**config.mk**
```make
export PLATFORM = sky130hd
export DESIGN_NAME = aal5_cell_reassembly_checker_top
export DESIGN_NICKNAME = d
export VERILOG_FILES = /design/src/sv/aal5_pkg.sv /design/src/sv/aal5_ram.sv /design/src/sv/aal5_cell_calc.sv /design/src/sv/aal5_out_fifo.sv /design/src/sv/aal5_cell_reassembly_checker_top.sv
export SDC_FILE = /design/constraint.sdc
export NUM_CORES = 2
export LEC_CHECK = 0
export CORE_MARGIN = 2
export CORE_UTILIZATION = 40
export DETAILED_ROUTE_END_ITERATION = 8
export DONT_BUFFER_PORTS = 1
export PLACE_DENSITY = 0.63
export SLEW_MARGIN = 20
export SYNTH_ARGS = -nofsm -noshare
export SYNTH_HDL_FRONTEND = slang
export SYNTH_SLANG_ARGS = --single-unit
export TNS_END_PERCENT = 1
```
**constraint.sdc**
```tcl
create_clock -name clk -period 12.2 [get_ports clk]
set_input_delay 0.61 -clock clk [delete_from_list [all_inputs] [get_ports clk]]
set_output_delay 0.61 -clock clk [all_outputs]
set_load 0.05 [all_outputs]
```
**src/sv/aal5_pkg.sv**
```systemverilog
`timescale 1ns / 1ps
// Shared types, constants and helper functions of the AAL5 cell reassembly checker.
// Depends on nothing; aal5_cell_calc, aal5_out_fifo and the top level import it.
package aal5_pkg;

  localparam int NUM_VC        = 256;
  localparam int TRAILER_BYTES = 8;

  localparam int VC_W    = 8;
  localparam int LEN_W   = 16;
  localparam int COUNT_W = 11;
  localparam int TOTAL_W = 32;

  localparam logic [COUNT_W-1:0] COUNT_MAX = {COUNT_W{1'b1}};

  // A cell carries 48 payload bytes, split as 16 * 3 for the divider.
  localparam int PAYLOAD_SHIFT = 4;
  localparam int CELL_PAYLOAD  = 3 << PAYLOAD_SHIFT;
  localparam int CELL_ROUND    = CELL_PAYLOAD - 1;
  localparam int SUM_W         = LEN_W + 1;
  localparam int QUART_W       = SUM_W - PAYLOAD_SHIFT;
  localparam int DIV3_SHIFT    = 17;
  localparam int DIV3_RECIP    = ((1 << DIV3_SHIFT) + 2) / 3;
  localparam int RECIP_W       = 16;
  localparam int DIV3_PROD_W   = QUART_W + RECIP_W;

  // Only circuits 0..255 can be addressed, so the store never needs more rows.
  localparam int STORE_DEPTH = (NUM_VC < (1 << VC_W)) ? NUM_VC : (1 << VC_W);
  localparam int IDX_W       = $clog2(STORE_DEPTH);
  localparam int IDX_RECIP   = ((1 << 16) + STORE_DEPTH - 1) / STORE_DEPTH;

  localparam int FIFO_DEPTH = 3;
  localparam int FIFO_PTR_W = $clog2(FIFO_DEPTH);
  localparam int FIFO_CNT_W = $clog2(FIFO_DEPTH + 1);

  localparam int IN_DATA_W  = 24;
  localparam int OUT_DATA_W = 72;

  typedef struct packed {
    logic [TOTAL_W-1:0] frames_delivered;
    logic [COUNT_W-1:0] cells_seen;
    logic               frame_ok;
    logic [LEN_W-1:0]   frame_bytes;
    logic [VC_W-1:0]    frame_vc;
  } result_t;

  // Circuit address modulo the store depth, by reciprocal multiplication.
  function automatic logic [IDX_W-1:0] store_index(input logic [VC_W-1:0] vc);
    logic [23:0]    prod;
    logic [VC_W-1:0] quo;
    logic [16:0]    back;
    logic [16:0]    rest;
    prod = {16'b0, vc} * 24'(IDX_RECIP);
    quo  = prod[23:16];
    back = {9'b0, quo} * 17'(STORE_DEPTH);
    rest = {9'b0, vc} - back;
    if (rest >= 17'(STORE_DEPTH)) begin
      rest = rest - 17'(STORE_DEPTH);
    end
    return rest[IDX_W-1:0];
  endfunction

endpackage

```
**src/sv/aal5_ram.sv**
```systemverilog
`timescale 1ns / 1ps
// Generic single-write, single-read synchronous RAM with a registered read port.
// A read of the address being written returns the old contents. No dependencies.
module aal5_ram #(
  parameter int WIDTH = 8,
  parameter int DEPTH = 256
) (
  input  logic                     clk,
  input  logic                     we,
  input  logic [$clog2(DEPTH)-1:0] waddr,
  input  logic [WIDTH-1:0]         wdata,
  input  logic [$clog2(DEPTH)-1:0] raddr,
  output logic [WIDTH-1:0]         rdata
);

  logic [WIDTH-1:0] mem [DEPTH];

  always_ff @(posedge clk) begin
    if (we) begin
      mem[waddr] <= wdata;
    end
    rdata <= mem[raddr];
  end

endmodule

```
**src/sv/aal5_cell_calc.sv**
```systemverilog
`timescale 1ns / 1ps
// Expected cell count of a frame, ceil((pdu_length + trailer) / 48), registered.
// Depends on aal5_pkg.
module aal5_cell_calc (
  input  logic                          clk,
  input  logic                          en,
  input  logic [aal5_pkg::LEN_W-1:0]    pdu_length,
  output logic [aal5_pkg::COUNT_W-1:0]  expected_r
);
  import aal5_pkg::*;

  logic [SUM_W-1:0]       sum;
  logic [QUART_W-1:0]     quart;
  logic [DIV3_PROD_W-1:0] prod;
  logic [COUNT_W-1:0]     expected_nxt;

  // Divide by 16 with a shift, then by 3 with a reciprocal that is exact for
  // every value below 2^17.
  always_comb begin
    sum          = {1'b0, pdu_length} + SUM_W'(TRAILER_BYTES + CELL_ROUND);
    quart        = sum[SUM_W-1:PAYLOAD_SHIFT];
    prod         = DIV3_PROD_W'(quart) * DIV3_PROD_W'(DIV3_RECIP);
    expected_nxt = prod[DIV3_SHIFT +: COUNT_W];
  end

  always_ff @(posedge clk) begin
    if (en) begin
      expected_r <= expected_nxt;
    end
  end

endmodule

```
**src/sv/aal5_out_fifo.sv**
```systemverilog
`timescale 1ns / 1ps
// Small result queue in front of the output channel; lets the pipeline keep
// taking cells while a result waits. Depends on aal5_pkg.
module aal5_out_fifo (
  input  logic                              clk,
  input  logic                              rst_n,
  input  logic                              push,
  input  aal5_pkg::result_t                 push_data,
  output logic                              out_valid,
  input  logic                              out_ready,
  output aal5_pkg::result_t                 out_data,
  output logic [aal5_pkg::FIFO_CNT_W-1:0]   count_r
);
  import aal5_pkg::*;

  result_t               entry_r [FIFO_DEPTH];
  logic [FIFO_PTR_W-1:0] wr_ptr_r, wr_ptr_nxt;
  logic [FIFO_PTR_W-1:0] rd_ptr_r, rd_ptr_nxt;
  logic [FIFO_CNT_W-1:0] count_nxt;
  logic                  pop;

  assign out_valid = (count_r != '0);
  assign out_data  = entry_r[rd_ptr_r];
  assign pop       = out_valid & out_ready;

  always_comb begin
    wr_ptr_nxt = wr_ptr_r;
    rd_ptr_nxt = rd_ptr_r;
    count_nxt  = count_r;
    if (push) begin
      wr_ptr_nxt = (wr_ptr_r == FIFO_PTR_W'(FIFO_DEPTH - 1)) ? '0 : wr_ptr_r + 1'b1;
    end
    if (pop) begin
      rd_ptr_nxt = (rd_ptr_r == FIFO_PTR_W'(FIFO_DEPTH - 1)) ? '0 : rd_ptr_r + 1'b1;
    end
    if (push && !pop) begin
      count_nxt = count_r + 1'b1;
    end else if (pop && !push) begin
      count_nxt = count_r - 1'b1;
    end
  end

  always_ff @(posedge clk) begin
    if (!rst_n) begin
      wr_ptr_r <= '0;
      rd_ptr_r <= '0;
      count_r  <= '0;
    end else begin
      wr_ptr_r <= wr_ptr_nxt;
      rd_ptr_r <= rd_ptr_nxt;
      count_r  <= count_nxt;
    end
  end

  always_ff @(posedge clk) begin
    if (push) begin
      entry_r[wr_ptr_r] <= push_data;
    end
  end

endmodule

```
**src/sv/aal5_cell_reassembly_checker_top.sv**
```systemverilog
`timescale 1ns / 1ps
// Top level of the AAL5 cell reassembly checker; depends on aal5_pkg, aal5_ram,
// aal5_cell_calc and aal5_out_fifo.
//
// The block takes one cell per clock and keeps an 11-bit cell count per circuit in
// a single RAM. After reset it clears that RAM row by row with in_tready low. After
// that a cell is accepted in every cycle in which the three-entry result queue has
// room; the rate is set by the one read-modify-write of the count RAM per cell,
// with the previous cell's write forwarded when both hit the same row. A final
// cell's result is registered in the pipeline stage and then in the result queue
// before it is offered on out_tvalid; cells that do not end a frame give no result.
module aal5_cell_reassembly_checker_top (
  input  logic                               clk,
  input  logic                               rst_n,
  input  logic                               in_tvalid,
  output logic                               in_tready,
  // [7:0] vc_addr, [23:8] pdu_length
  input  logic [aal5_pkg::IN_DATA_W-1:0]     in_tdata,
  input  logic                               in_tlast,
  output logic                               out_tvalid,
  input  logic                               out_tready,
  // [7:0] frame_vc, [23:8] frame_bytes, [34:24] cells_seen,
  // [66:35] frames_delivered, [71:67] zero
  output logic [aal5_pkg::OUT_DATA_W-1:0]    out_tdata,
  // [0] frame_ok
  output logic                               out_tuser
);
  import aal5_pkg::*;

  logic                  in_accept;
  logic [VC_W-1:0]       in_vc;
  logic [LEN_W-1:0]      in_len;
  logic [IDX_W-1:0]      in_idx;

  logic                  clr_active_r, clr_active_nxt;
  logic [IDX_W-1:0]      clr_idx_r, clr_idx_nxt;

  logic                  s1_valid_r;
  logic                  s1_last_r;
  logic [VC_W-1:0]       s1_vc_r;
  logic [LEN_W-1:0]      s1_len_r;
  logic [IDX_W-1:0]      s1_idx_r;
  logic [COUNT_W-1:0]    expected_r;

  logic                  fwd_valid_r;
  logic [IDX_W-1:0]      fwd_idx_r;
  logic [COUNT_W-1:0]    fwd_data_r;

  logic [COUNT_W-1:0]    ram_rdata;
  logic                  ram_we;
  logic [IDX_W-1:0]      ram_waddr;
  logic [COUNT_W-1:0]    ram_wdata;

  logic [COUNT_W-1:0]    cur_count;
  logic [COUNT_W-1:0]    new_count;
  logic [COUNT_W-1:0]    seen;
  logic                  ok;
  logic                  s1_result;
  logic [TOTAL_W-1:0]    total_r, total_nxt;

  logic [FIFO_CNT_W-1:0] fifo_count;
  logic [FIFO_CNT_W:0]   occupancy;
  result_t               res;
  result_t               out_res;

  assign in_vc  = in_tdata[VC_W-1:0];
  assign in_len = in_tdata[VC_W +: LEN_W];
  assign in_idx = store_index(in_vc);

  // Room must be reserved for a result still in the pipeline stage.
  assign s1_result = s1_valid_r & s1_last_r;
  assign occupancy = {1'b0, fifo_count} + (FIFO_CNT_W + 1)'(s1_result);
  assign in_tready = !clr_active_r && (occupancy < (FIFO_CNT_W + 1)'(FIFO_DEPTH));
  assign in_accept = in_tvalid & in_tready;

  // Clearing pass after reset.
  always_comb begin
    clr_active_nxt = clr_active_r;
    clr_idx_nxt    = clr_idx_r;
    if (clr_active_r) begin
      clr_idx_nxt = clr_idx_r + 1'b1;
      if (clr_idx_r == IDX_W'(STORE_DEPTH - 1)) begin
        clr_active_nxt = 1'b0;
      end
    end
  end

  always_ff @(posedge clk) begin
    if (!rst_n) begin
      clr_active_r <= 1'b1;
      clr_idx_r    <= '0;
    end else begin
      clr_active_r <= clr_active_nxt;
      clr_idx_r    <= clr_idx_nxt;
    end
  end

  aal5_ram #(
    .WIDTH (COUNT_W),
    .DEPTH (STORE_DEPTH)
  ) u_count_ram (
    .clk   (clk),
    .we    (ram_we),
    .waddr (ram_waddr),
    .wdata (ram_wdata),
    .raddr (in_idx),
    .rdata (ram_rdata)
  );

  aal5_cell_calc u_cell_calc (
    .clk        (clk),
    .en         (in_accept),
    .pdu_length (in_len),
    .expected_r (expected_r)
  );

  always_ff @(posedge clk) begin
    if (!rst_n) begin
      s1_valid_r  <= 1'b0;
      fwd_valid_r <= 1'b0;
      total_r     <= '0;
    end else begin
      s1_valid_r  <= in_accept;
      fwd_valid_r <= s1_valid_r;
      total_r     <= total_nxt;
    end
  end

  always_ff @(posedge clk) begin
    if (in_accept) begin
      s1_last_r <= in_tlast;
      s1_vc_r   <= in_vc;
      s1_len_r  <= in_len;
      s1_idx_r  <= in_idx;
    end
    fwd_idx_r  <= s1_idx_r;
    fwd_data_r <= new_count;
  end

  // The RAM returns the old row when the cell just ahead wrote it in the same
  // edge, so that write is taken from the forwarding register instead.
  always_comb begin
    cur_count = (fwd_valid_r && (fwd_idx_r == s1_idx_r)) ? fwd_data_r : ram_rdata;
    seen      = (cur_count == COUNT_MAX) ? COUNT_MAX : cur_count + 1'b1;
    ok        = (cur_count != COUNT_MAX) && (seen == expected_r);
    if (s1_last_r) begin
      new_count = '0;
    end else begin
      new_count = seen;
    end
    total_nxt = total_r;
    if (s1_result && ok) begin
      total_nxt = total_r + 1'b1;
    end
  end

  always_comb begin
    ram_we    = clr_active_r | s1_valid_r;
    ram_waddr = clr_active_r ? clr_idx_r : s1_idx_r;
    ram_wdata = clr_active_r ? '0 : new_count;
  end

  always_comb begin
    res.frame_vc         = s1_vc_r;
    res.frame_bytes      = s1_len_r;
    res.frame_ok         = ok;
    res.cells_seen       = seen;
    res.frames_delivered = total_nxt;
  end

  aal5_out_fifo u_out_fifo (
    .clk       (clk),
    .rst_n     (rst_n),
    .push      (s1_result),
    .push_data (res),
    .out_valid (out_tvalid),
    .out_ready (out_tready),
    .out_data  (out_res),
    .count_r   (fifo_count)
  );

  assign out_tdata = {{(OUT_DATA_W - TOTAL_W - COUNT_W - LEN_W - VC_W){1'b0}},
                      out_res.frames_delivered, out_res.cells_seen,
                      out_res.frame_bytes, out_res.frame_vc};
  assign out_tuser = out_res.frame_ok;

  // A frame closed on a row cannot leak its old count into the next cell there.
  a_fwd_after_last: assert property (@(posedge clk) disable iff (!rst_n)
    (s1_valid_r && s1_last_r) ##1 (s1_valid_r && (s1_idx_r == $past(s1_idx_r)))
    |-> (cur_count == '0))
    else $error("count of a closed frame not cleared for the next cell");

  a_fifo_room: assert property (@(posedge clk) disable iff (!rst_n)
    occupancy <= (FIFO_CNT_W + 1)'(FIFO_DEPTH))
    else $error("result queue overrun");

  a_no_cell_in_clear: assert property (@(posedge clk) disable iff (!rst_n)
    clr_active_r |=> !s1_valid_r)
    else $error("cell accepted during clearing pass");

  a_total_step: assert property (@(posedge clk) disable iff (!rst_n)
    !(s1_result && ok) |=> (total_r == $past(total_r)))
    else $error("delivery total moved without a delivered frame");

endmodule
```
-- After elaboration in Yosys (flattened, before gate mapping)
Memories as Yosys holds them, arrays and structs flattened. A register that Yosys moved wholly into a read port is not among the register bits.
Cells that the tools add are included.
- register bits after elaboration: 112
- input bits: 29
- memories kept: 2
- word-level logic and storage cells: 71
- bits in writable memories: 3020
- output and inout port bits: 75
- muxes and demuxes: 19
- bitwise logic cells: 4
- multipliers: 1
- equality and inequality tests: 7
- reduce and logical (&&, ||, !) cells: 11
- magnitude comparators: 2
- $add $sub $neg: 10
- memory list (memory ; words ; width ; read ports ; clocked after Yosys merged registers in ; wr ports ; line ; RTL):
    u_count_ram.mem ; 256 ; 11 ; 1 ; 1 ; 1 ; aal5_ram.sv:16 ; logic [WIDTH-1:0] mem [DEPTH];
    u_out_fifo.entry_r ; 3 ; 68 ; 1 ; 1 ; 1 ; aal5_out_fifo.sv:16 ; result_t entry_r [FIFO_DEPTH];
- operator list (cell ; number):
    $mux W11 ; 4
    $add A32 B1 Y32 const B ; 1
    $mux W32 ; 1
    $mul A13 B16 Y28 const B ; 1
    $add A16 B6 Y17 const B ; 1
    $mux W8 ; 2
    $mux W2 ; 6
    $add A11 B1 Y11 const B ; 1
    $eq A11 B11 Y1 ; 1
    $eq A11 B11 Y1 const B ; 1
    $ne A11 B11 Y1 const B ; 1
    $ge A8 B9 Y1 const B ; 1
    $add A8 B1 Y8 const B ; 1
    $eq A8 B8 Y1 ; 1
    $eq A8 B8 Y1 const B ; 1
    $sub A8 B1 Y8 const B ; 1
    $add A2 B1 Y2 const B ; 3
    $logic_and A1 B1 Y1 ; 6
    $mux W1 ; 6
    $eq A2 B2 Y1 const B ; 2
    $reduce_bool A2 Y1 ; 2
    $add A2 B1 Y3 ; 1
    $and A1 B1 Y1 ; 3
    $logic_not A1 Y1 ; 3
    other kinds (3) ; 3

-- Longest topological paths before layout
- depth after elaboration: 9
- gate-level depth with buffers: 28
- gate-level depth less buffers: 27

-- By module
A second synthesis with hierarchy kept.
- cell total of the unflattened synthesis: 6400
- area total of the unflattened synthesis: 125191.3 µm²
- modules (own cells, without submodules) (module ; cells an instance ; instances ; sequential area each (µm²) ; area each (µm²)):
    aal5_ram ; 4999 ; 1 ; 84781.3 ; 108713.0
    aal5_out_fifo ; 462 ; 1 ; 6286.0 ; 7866.3
    aal5_cell_reassembly_checker_top ; 520 ; 1 ; 1991.9 ; 4813.4
    aal5_cell_calc ; 419 ; 1 ; 330.3 ; 3798.6

-- Worst setup path before layout
No wires, ideal clock.
- path kind: register to register
- start: register s1_idx_r[7]
- end: memory u_count_ram.mem[0][2] in the netlist's numbering (data pin)
- clock period less this slack: 10.463 ns
- path buffers: 1
- setup time: 1.461 ns
- data required time: 10.739 ns
- path slack: 1.737 ns
- stages on the path, launching flop included: 12
- arrival time: 9.002 ns
- cells stage by stage: edfxtp_1 > xnor2_2 > nand4_2 > nor3_4 > buf_6 > mux2_2 > ha_1 > inv_1 > or3_1 > o21ai_0 > mux4_2 > nor2b_1
- cells in the longest elaborated chain, start to end: 7
- elaborated cells on any way between the ends: 8
- classes of those cells: 1 x add/sub; 2 x eq/ne; 4 x mux; 1 x reduce/logical
- RTL lines (element ; line ; RTL):
    from (decl) ; aal5_cell_reassembly_checker_top.sv:42 ; logic [IDX_W-1:0] s1_idx_r;
    from (signal assigned) ; aal5_cell_reassembly_checker_top.sv:134 ; s1_idx_r <= in_idx;
    $eq A8 B8 Y1 (*) ; aal5_cell_reassembly_checker_top.sv:143 ; cur_count = (fwd_valid_r && (fwd_idx_r == s1_idx_r)) ? fwd_data_r : ram_rdata;
    $logic_and A1 B1 Y1 (*) ; aal5_cell_reassembly_checker_top.sv:143 ;
    $mux W11 (*) ; aal5_cell_reassembly_checker_top.sv:143 ;
    $add A11 B1 Y11 / $eq A11 B11 Y1 (equally long branches) ; aal5_cell_reassembly_checker_top.sv:144 ; seen = (cur_count == COUNT_MAX) ? COUNT_MAX : cur_count + 1'b1;
    $mux W11 (*) ; aal5_cell_reassembly_checker_top.sv:144 ;
    named net seen[2] ; aal5_cell_reassembly_checker_top.sv:56 ; logic [COUNT_W-1:0] seen;
    $mux W11 (*) ; aal5_cell_reassembly_checker_top.sv:146 ; if (s1_last_r) begin
    $mux W11 (*) ; aal5_cell_reassembly_checker_top.sv:160 ; ram_wdata = clr_active_r ? '0 : new_count;
    named net ram_wdata[2] ; aal5_cell_reassembly_checker_top.sv:52 ; logic [COUNT_W-1:0] ram_wdata;
    to (decl) ; aal5_ram.sv:16 ;
Mark *: on every way through the listed nets, which the timed path passes. The rest lies on a longest branch.

-- Worst setup path in the final report
- start: input in_tdata[8] in the netlist's numbering
- end: register u_cell_calc.expected_r[10] in the netlist's numbering (data pin)
- cells in the longest elaborated chain, start to end: 2
- RTL lines (element ; line ; RTL):
    from (decl) ; aal5_cell_reassembly_checker_top.sv:18 ; input logic [aal5_pkg::IN_DATA_W-1:0] in_tdata,
    $add A16 B6 Y17 ; aal5_cell_calc.sv:20 ; sum = {1'b0, pdu_length} + SUM_W'(TRAILER_BYTES + CELL_ROUND);
    $mul A13 B16 Y28 ; aal5_cell_calc.sv:22 ; prod = DIV3_PROD_W'(quart) * DIV3_PROD_W'(DIV3_RECIP);
    named net u_cell_calc.prod[27] ; aal5_cell_calc.sv:14 ; logic [DIV3_PROD_W-1:0] prod;
    to (signal assigned) ; aal5_cell_calc.sv:28 ; expected_r <= expected_nxt;
    to (decl) ; aal5_cell_calc.sv:8 ; output logic [aal5_pkg::COUNT_W-1:0] expected_r
The timed path passes the listed nets, and every way through them passes these cells.
A chain may end at the register's enable or synchronous reset.

==> metrics.yaml <==
final_layout:
  drive_above_1_share: 0.275
  fin_cells: 10200
  nets: 6002
  syn2layout_area_growth_pct: 13.0
  fin_area_um2: 140000
  nFillCells: 25500
clock_tree:
  cts.sinks: 3137
  cts_buffers: 317
  cts_buffer_depth: 4
  clk_latency_ns: 0.88
  ctsResizeCount: 0
  cts_tree: "built"
  cts-root-buf: "clkbuf_16"
  postCtsSetupBuffers: 0
  htreeDepth: 5
  clkSlewWorstSetupHoldPaths_ns: 0.06
detailed_routing:
  avgViaCountPerCell: 5.59
  drt_iter0_drc: 6648
  drtAntennaViolNets: 0
  wl_met1_um: 118000
  drc_errors: 0
  met2RoutedLength_um: 132000
  drt_wl_total_um: 278000
  top_layer_used: "met5"
  dr.pass1.iters: 5
  route.met3.wl_um: 20700
  vias: 57000
  wl_per_cell_um: 27.2
worst_setup_path:
  required_ns: 12.77
  critPathCaptureType: "flop"
  r2r_cells: 12
  reg2reg_setup_slack_ns: 6.17
  worstSetupPathType: "primary input to flop"
  rr_endpoint: "u_count_ram.mem[47][3]"
  path_max_fanout: 6
  crit_arrival_ns: 7.17
  rr_startpoint: "s1_idx_r[7]"
  critPathLaunchType: "primary input"
power_and_ir_drop:
  powerDensity_nw_per_um2: 158
  p_switching_mw: 4.56
  pwr-share-comb: 0.048
  power.internal_mw: 17.6
  switching_share: 0.206
  seq_power_share: 0.528
  ir_drop_mv: 0.113
  pwr-share-clk: 0.424
  p_leak_nw: 36.0
synth:
  netlist_instances: 5629
  synth-xor-area-share: 0.00540
  synth.cell_area_um2: 124000
  yosys_warnings: 0
  async_reset_ff_frac: 0
  synth_edf_count: 3056
  synth_top_family_by_area: "multiplexers"
  synth_ff_type: "edfxtp_1"
  synthTopCellsByArea: "edfxtp_1 (74%), mux4_2 (17%), dfxtp_1 (1.3%)"
  synth-seq-area-share: 0.755
  synth.avg_cell_area_um2: 22.0
  synth_top_area_share: 0.742
  synth_top_cell_by_area: "edfxtp_1"
  synthAdderAreaFrac: 0.0158
  muxShareOfSynthArea: 0.178
  ys_ff_latch: 3137
  synth-simple-area-share: 0.0239
  yosysUniqueCellTypes: 66
  synth_compound_area_frac: 0.00843
grt:
  grt-ovfl-total: 0
  grt_max_degree: 706
  grt_pass1_wl_um: 405000
  grt_pass1_vias: 57600
  antenna_found_initial: 19
  grt_usage: 0.174
flow_run:
  maxCapViolations: 0
min_path:
  hold-path-cell-count: 1
  min_path_type: "primary input to flop"
  hp-start: "in_tdata[5]"
  hold_end: "u_count_ram.rdata[8]"
die:
  num_io_pins: 104
  num_rows: 204
  die_y_um: 560
  core-area_um2: 308000
  initial_core_util: 0.401
  die-width_um: 560
  dieArea_um2: 314000
placed_design:
  preCtsSetupSlack_ns: 4.73
  placed_cell_area_um2: 129000
  place_congestion: 0.781
  dp_cells: 9611
  io_buffer_count: 0
  dp_hpwl_um: 156000
timing:
  final.setup.tns_ns: 0
  fin_crit_ns: 6.60
  fmax_ghz: 0.152
  skew_ns: 0.0616
  holdWs_ns: 0.0950
  final-hold-violation-count: 0
  drv_slew: 573
  layout_setup_ws_ns: 5.60
  slew_headroom: -1.78
  worst_pin_slew_ns: 4.17
  rsz0062_at_grt: "false"
  period_share: 0.541
  setup_viol: 0
outcome:
  outcome: "finished with violations"
  violations: "max-slew violations"
-- metal layers --
layer / vias to the layer above / GRT usage
li1: 23800 / -
met1: 30700 / 0.251
met2: 2054 / 0.272
met3: 410 / 0.0347
met4: 6 / 0.0450
met5: - / 0
-- cell usage in the layout (no fill, tap or decap), types with 8 or more instances in the layout --
| cell | netlist | final |
|---|---|---|
| a21oi_1 | 42 | 42 |
| and2_1 | 9 | 8 |
| and3_1 | 8 | 8 |
| buf_16 | 0 | 10 |
| buf_4 | 5 | 139 |
| bufinv_16 | 0 | 23 |
| clkbuf_1 | 180 | 57 |
| clkbuf_16 | 0 | 322 |
| clkbuf_8 | 0 | 9 |
| clkinv_1 | 0 | 75 |
| clkinv_2 | 0 | 44 |
| clkinvlp_4 | 0 | 9 |
| conb_1 | 2 | 8 |
| dfxtp_1 | 81 | 78 |
| dlygate4sd3_1 | 0 | 25 |
| edfxtp_1 | 3056 | 3056 |
| fa_1 | 49 | 49 |
| ha_1 | 78 | 78 |
| inv_1 | 131 | 131 |
| inv_6 | 0 | 10 |
| mux2i_1 | 84 | 84 |
| mux4_2 | 936 | 936 |
| nand2_1 | 180 | 180 |
| nand2b_1 | 14 | 14 |
| nand3_1 | 33 | 33 |
| nand4_1 | 20 | 20 |
| nor2_1 | 315 | 202 |
| nor2_2 | 0 | 106 |
| nor3_1 | 20 | 19 |
| o21ai_0 | 106 | 36 |
| o21ai_1 | 0 | 66 |
| or3_1 | 26 | 26 |
| xnor2_1 | 35 | 35 |
| xor2_1 | 23 | 23 |
-- area by class of cell --
class / instances / area (µm²) / area share
antenna: 2 / 5.00 / 0.0000358
clock buffer: 388 / 8400 / 0.0601
clock inverter: 173 / 1520 / 0.0109
inverter: 132 / 495 / 0.00355
multi-input combinational: 2075 / 29000 / 0.208
sequential: 3137 / 93400 / 0.668
tap: 4120 / 5150 / 0.0369
timing repair buffer: 183 / 1730 / 0.0124
-- logic make-up (layout without fill, tap and decap cells) --
logic type,count (synthesis),in the layout
and+or+nand+nor,665,665
muxes,1025,1025
DFF,3137,3137
adders and majority gates,127,127
xor gates and xnor gates,66,66
buffers and inverters,423,876
other,2,10
AOI/OAI and AO/OA,184,184
-- through the flow --
step | util | total power [mW]
after floorplan | - | 12.8
after global placement | 0.418 | 12.9
after detailed placement | 0.419 | 12.9
after CTS | 0.452 | 22.2
after global routing | 0.453 | 22.8
final | 0.453 | 22.1
-- state kept, by name, indices dropped and copies added, names as in the netlist, 2 cells and up, named ones only --
name / count
u_count_ram.mem: 2816
u_out_fifo.entry_r: 204
total_r: 32
s1_len_r: 16
fwd_data_r: 11
u_cell_calc.expected_r: 11
u_count_ram.rdata: 11
clr_idx_r: 8
fwd_idx_r: 8
s1_idx_r: 8
u_out_fifo.count_r: 2
u_out_fifo.rd_ptr_r: 2
u_out_fifo.wr_ptr_r: 2
-- worst max path at each step --
stage	start	to	slack [ns]
detailed placement	in_tdata[8]	u_cell_calc.expected_r[10]	4.73
global route	in_tdata[8]	u_cell_calc.expected_r[10]	5.11
floorplan	s1_idx_r[7]	u_count_ram.mem[0][2]	1.74
global placement	in_tdata[8]	u_cell_calc.expected_r[10]	4.80
CTS	in_tdata[8]	u_cell_calc.expected_r[10]	5.59
finish	in_tdata[8]	u_cell_calc.expected_r[10]	5.60
-- worst max-delay path, cell delays in order --
cell	delay [ns]
o31ai_1	0.67
nand2_1	0.28
nand4_1	0.22
nor2_1	0.08
and2_1	0.22
and4_1	0.26
nand2_1	0.09
xnor2_1	0.21
ha_1	0.30
inv_1	0.07
fa_1	0.44
fa_1	0.56
fa_1	0.44
fa_1	0.49
inv_1	0.05
ha_1	0.29
a211oi_1	0.28
o21ai_0	0.14
a221oi_1	0.44
o221ai_1	0.27
nand3_1	0.16
a31oi_1	0.13
a21oi_1	0.25
o21bai_1	0.10
xnor2_1	0.12
-- cells in the mapped netlist (43+ instances only) --
cell / number
nor2_1: 315
ha_1: 78
edfxtp_1: 3056
buf_2: 60
clkbuf_1: 180
mux4_2: 936
mux2i_1: 84
nand2_1: 180
buf_1: 43
fa_1: 49
inv_1: 131
dfxtp_1: 81
o21ai_0: 106
-- timing repair --
item                                    4_1_cts  5_1_grt
endpoints found under the hold margin        45        0
hold buffers                                 25        0
endpoints found under the setup margin        0        0
-- power groups by stage --
| stage | Clock, mW | Sequential (mW) | Combinational [mW] |
|---|---|---|---|
| after floorplan | 0 | 11.9 | 0.885 |
| after CTS | 9.55 | 11.7 | 0.988 |
| after detailed placement | 0 | 11.9 | 0.966 |
| after global placement | 0 | 11.9 | 0.953 |
| final | 9.38 | 11.7 | 1.06 |
| after global routing | 9.94 | 11.7 | 1.20 |
No activity file was read; power rests on OpenSTA's default activity.
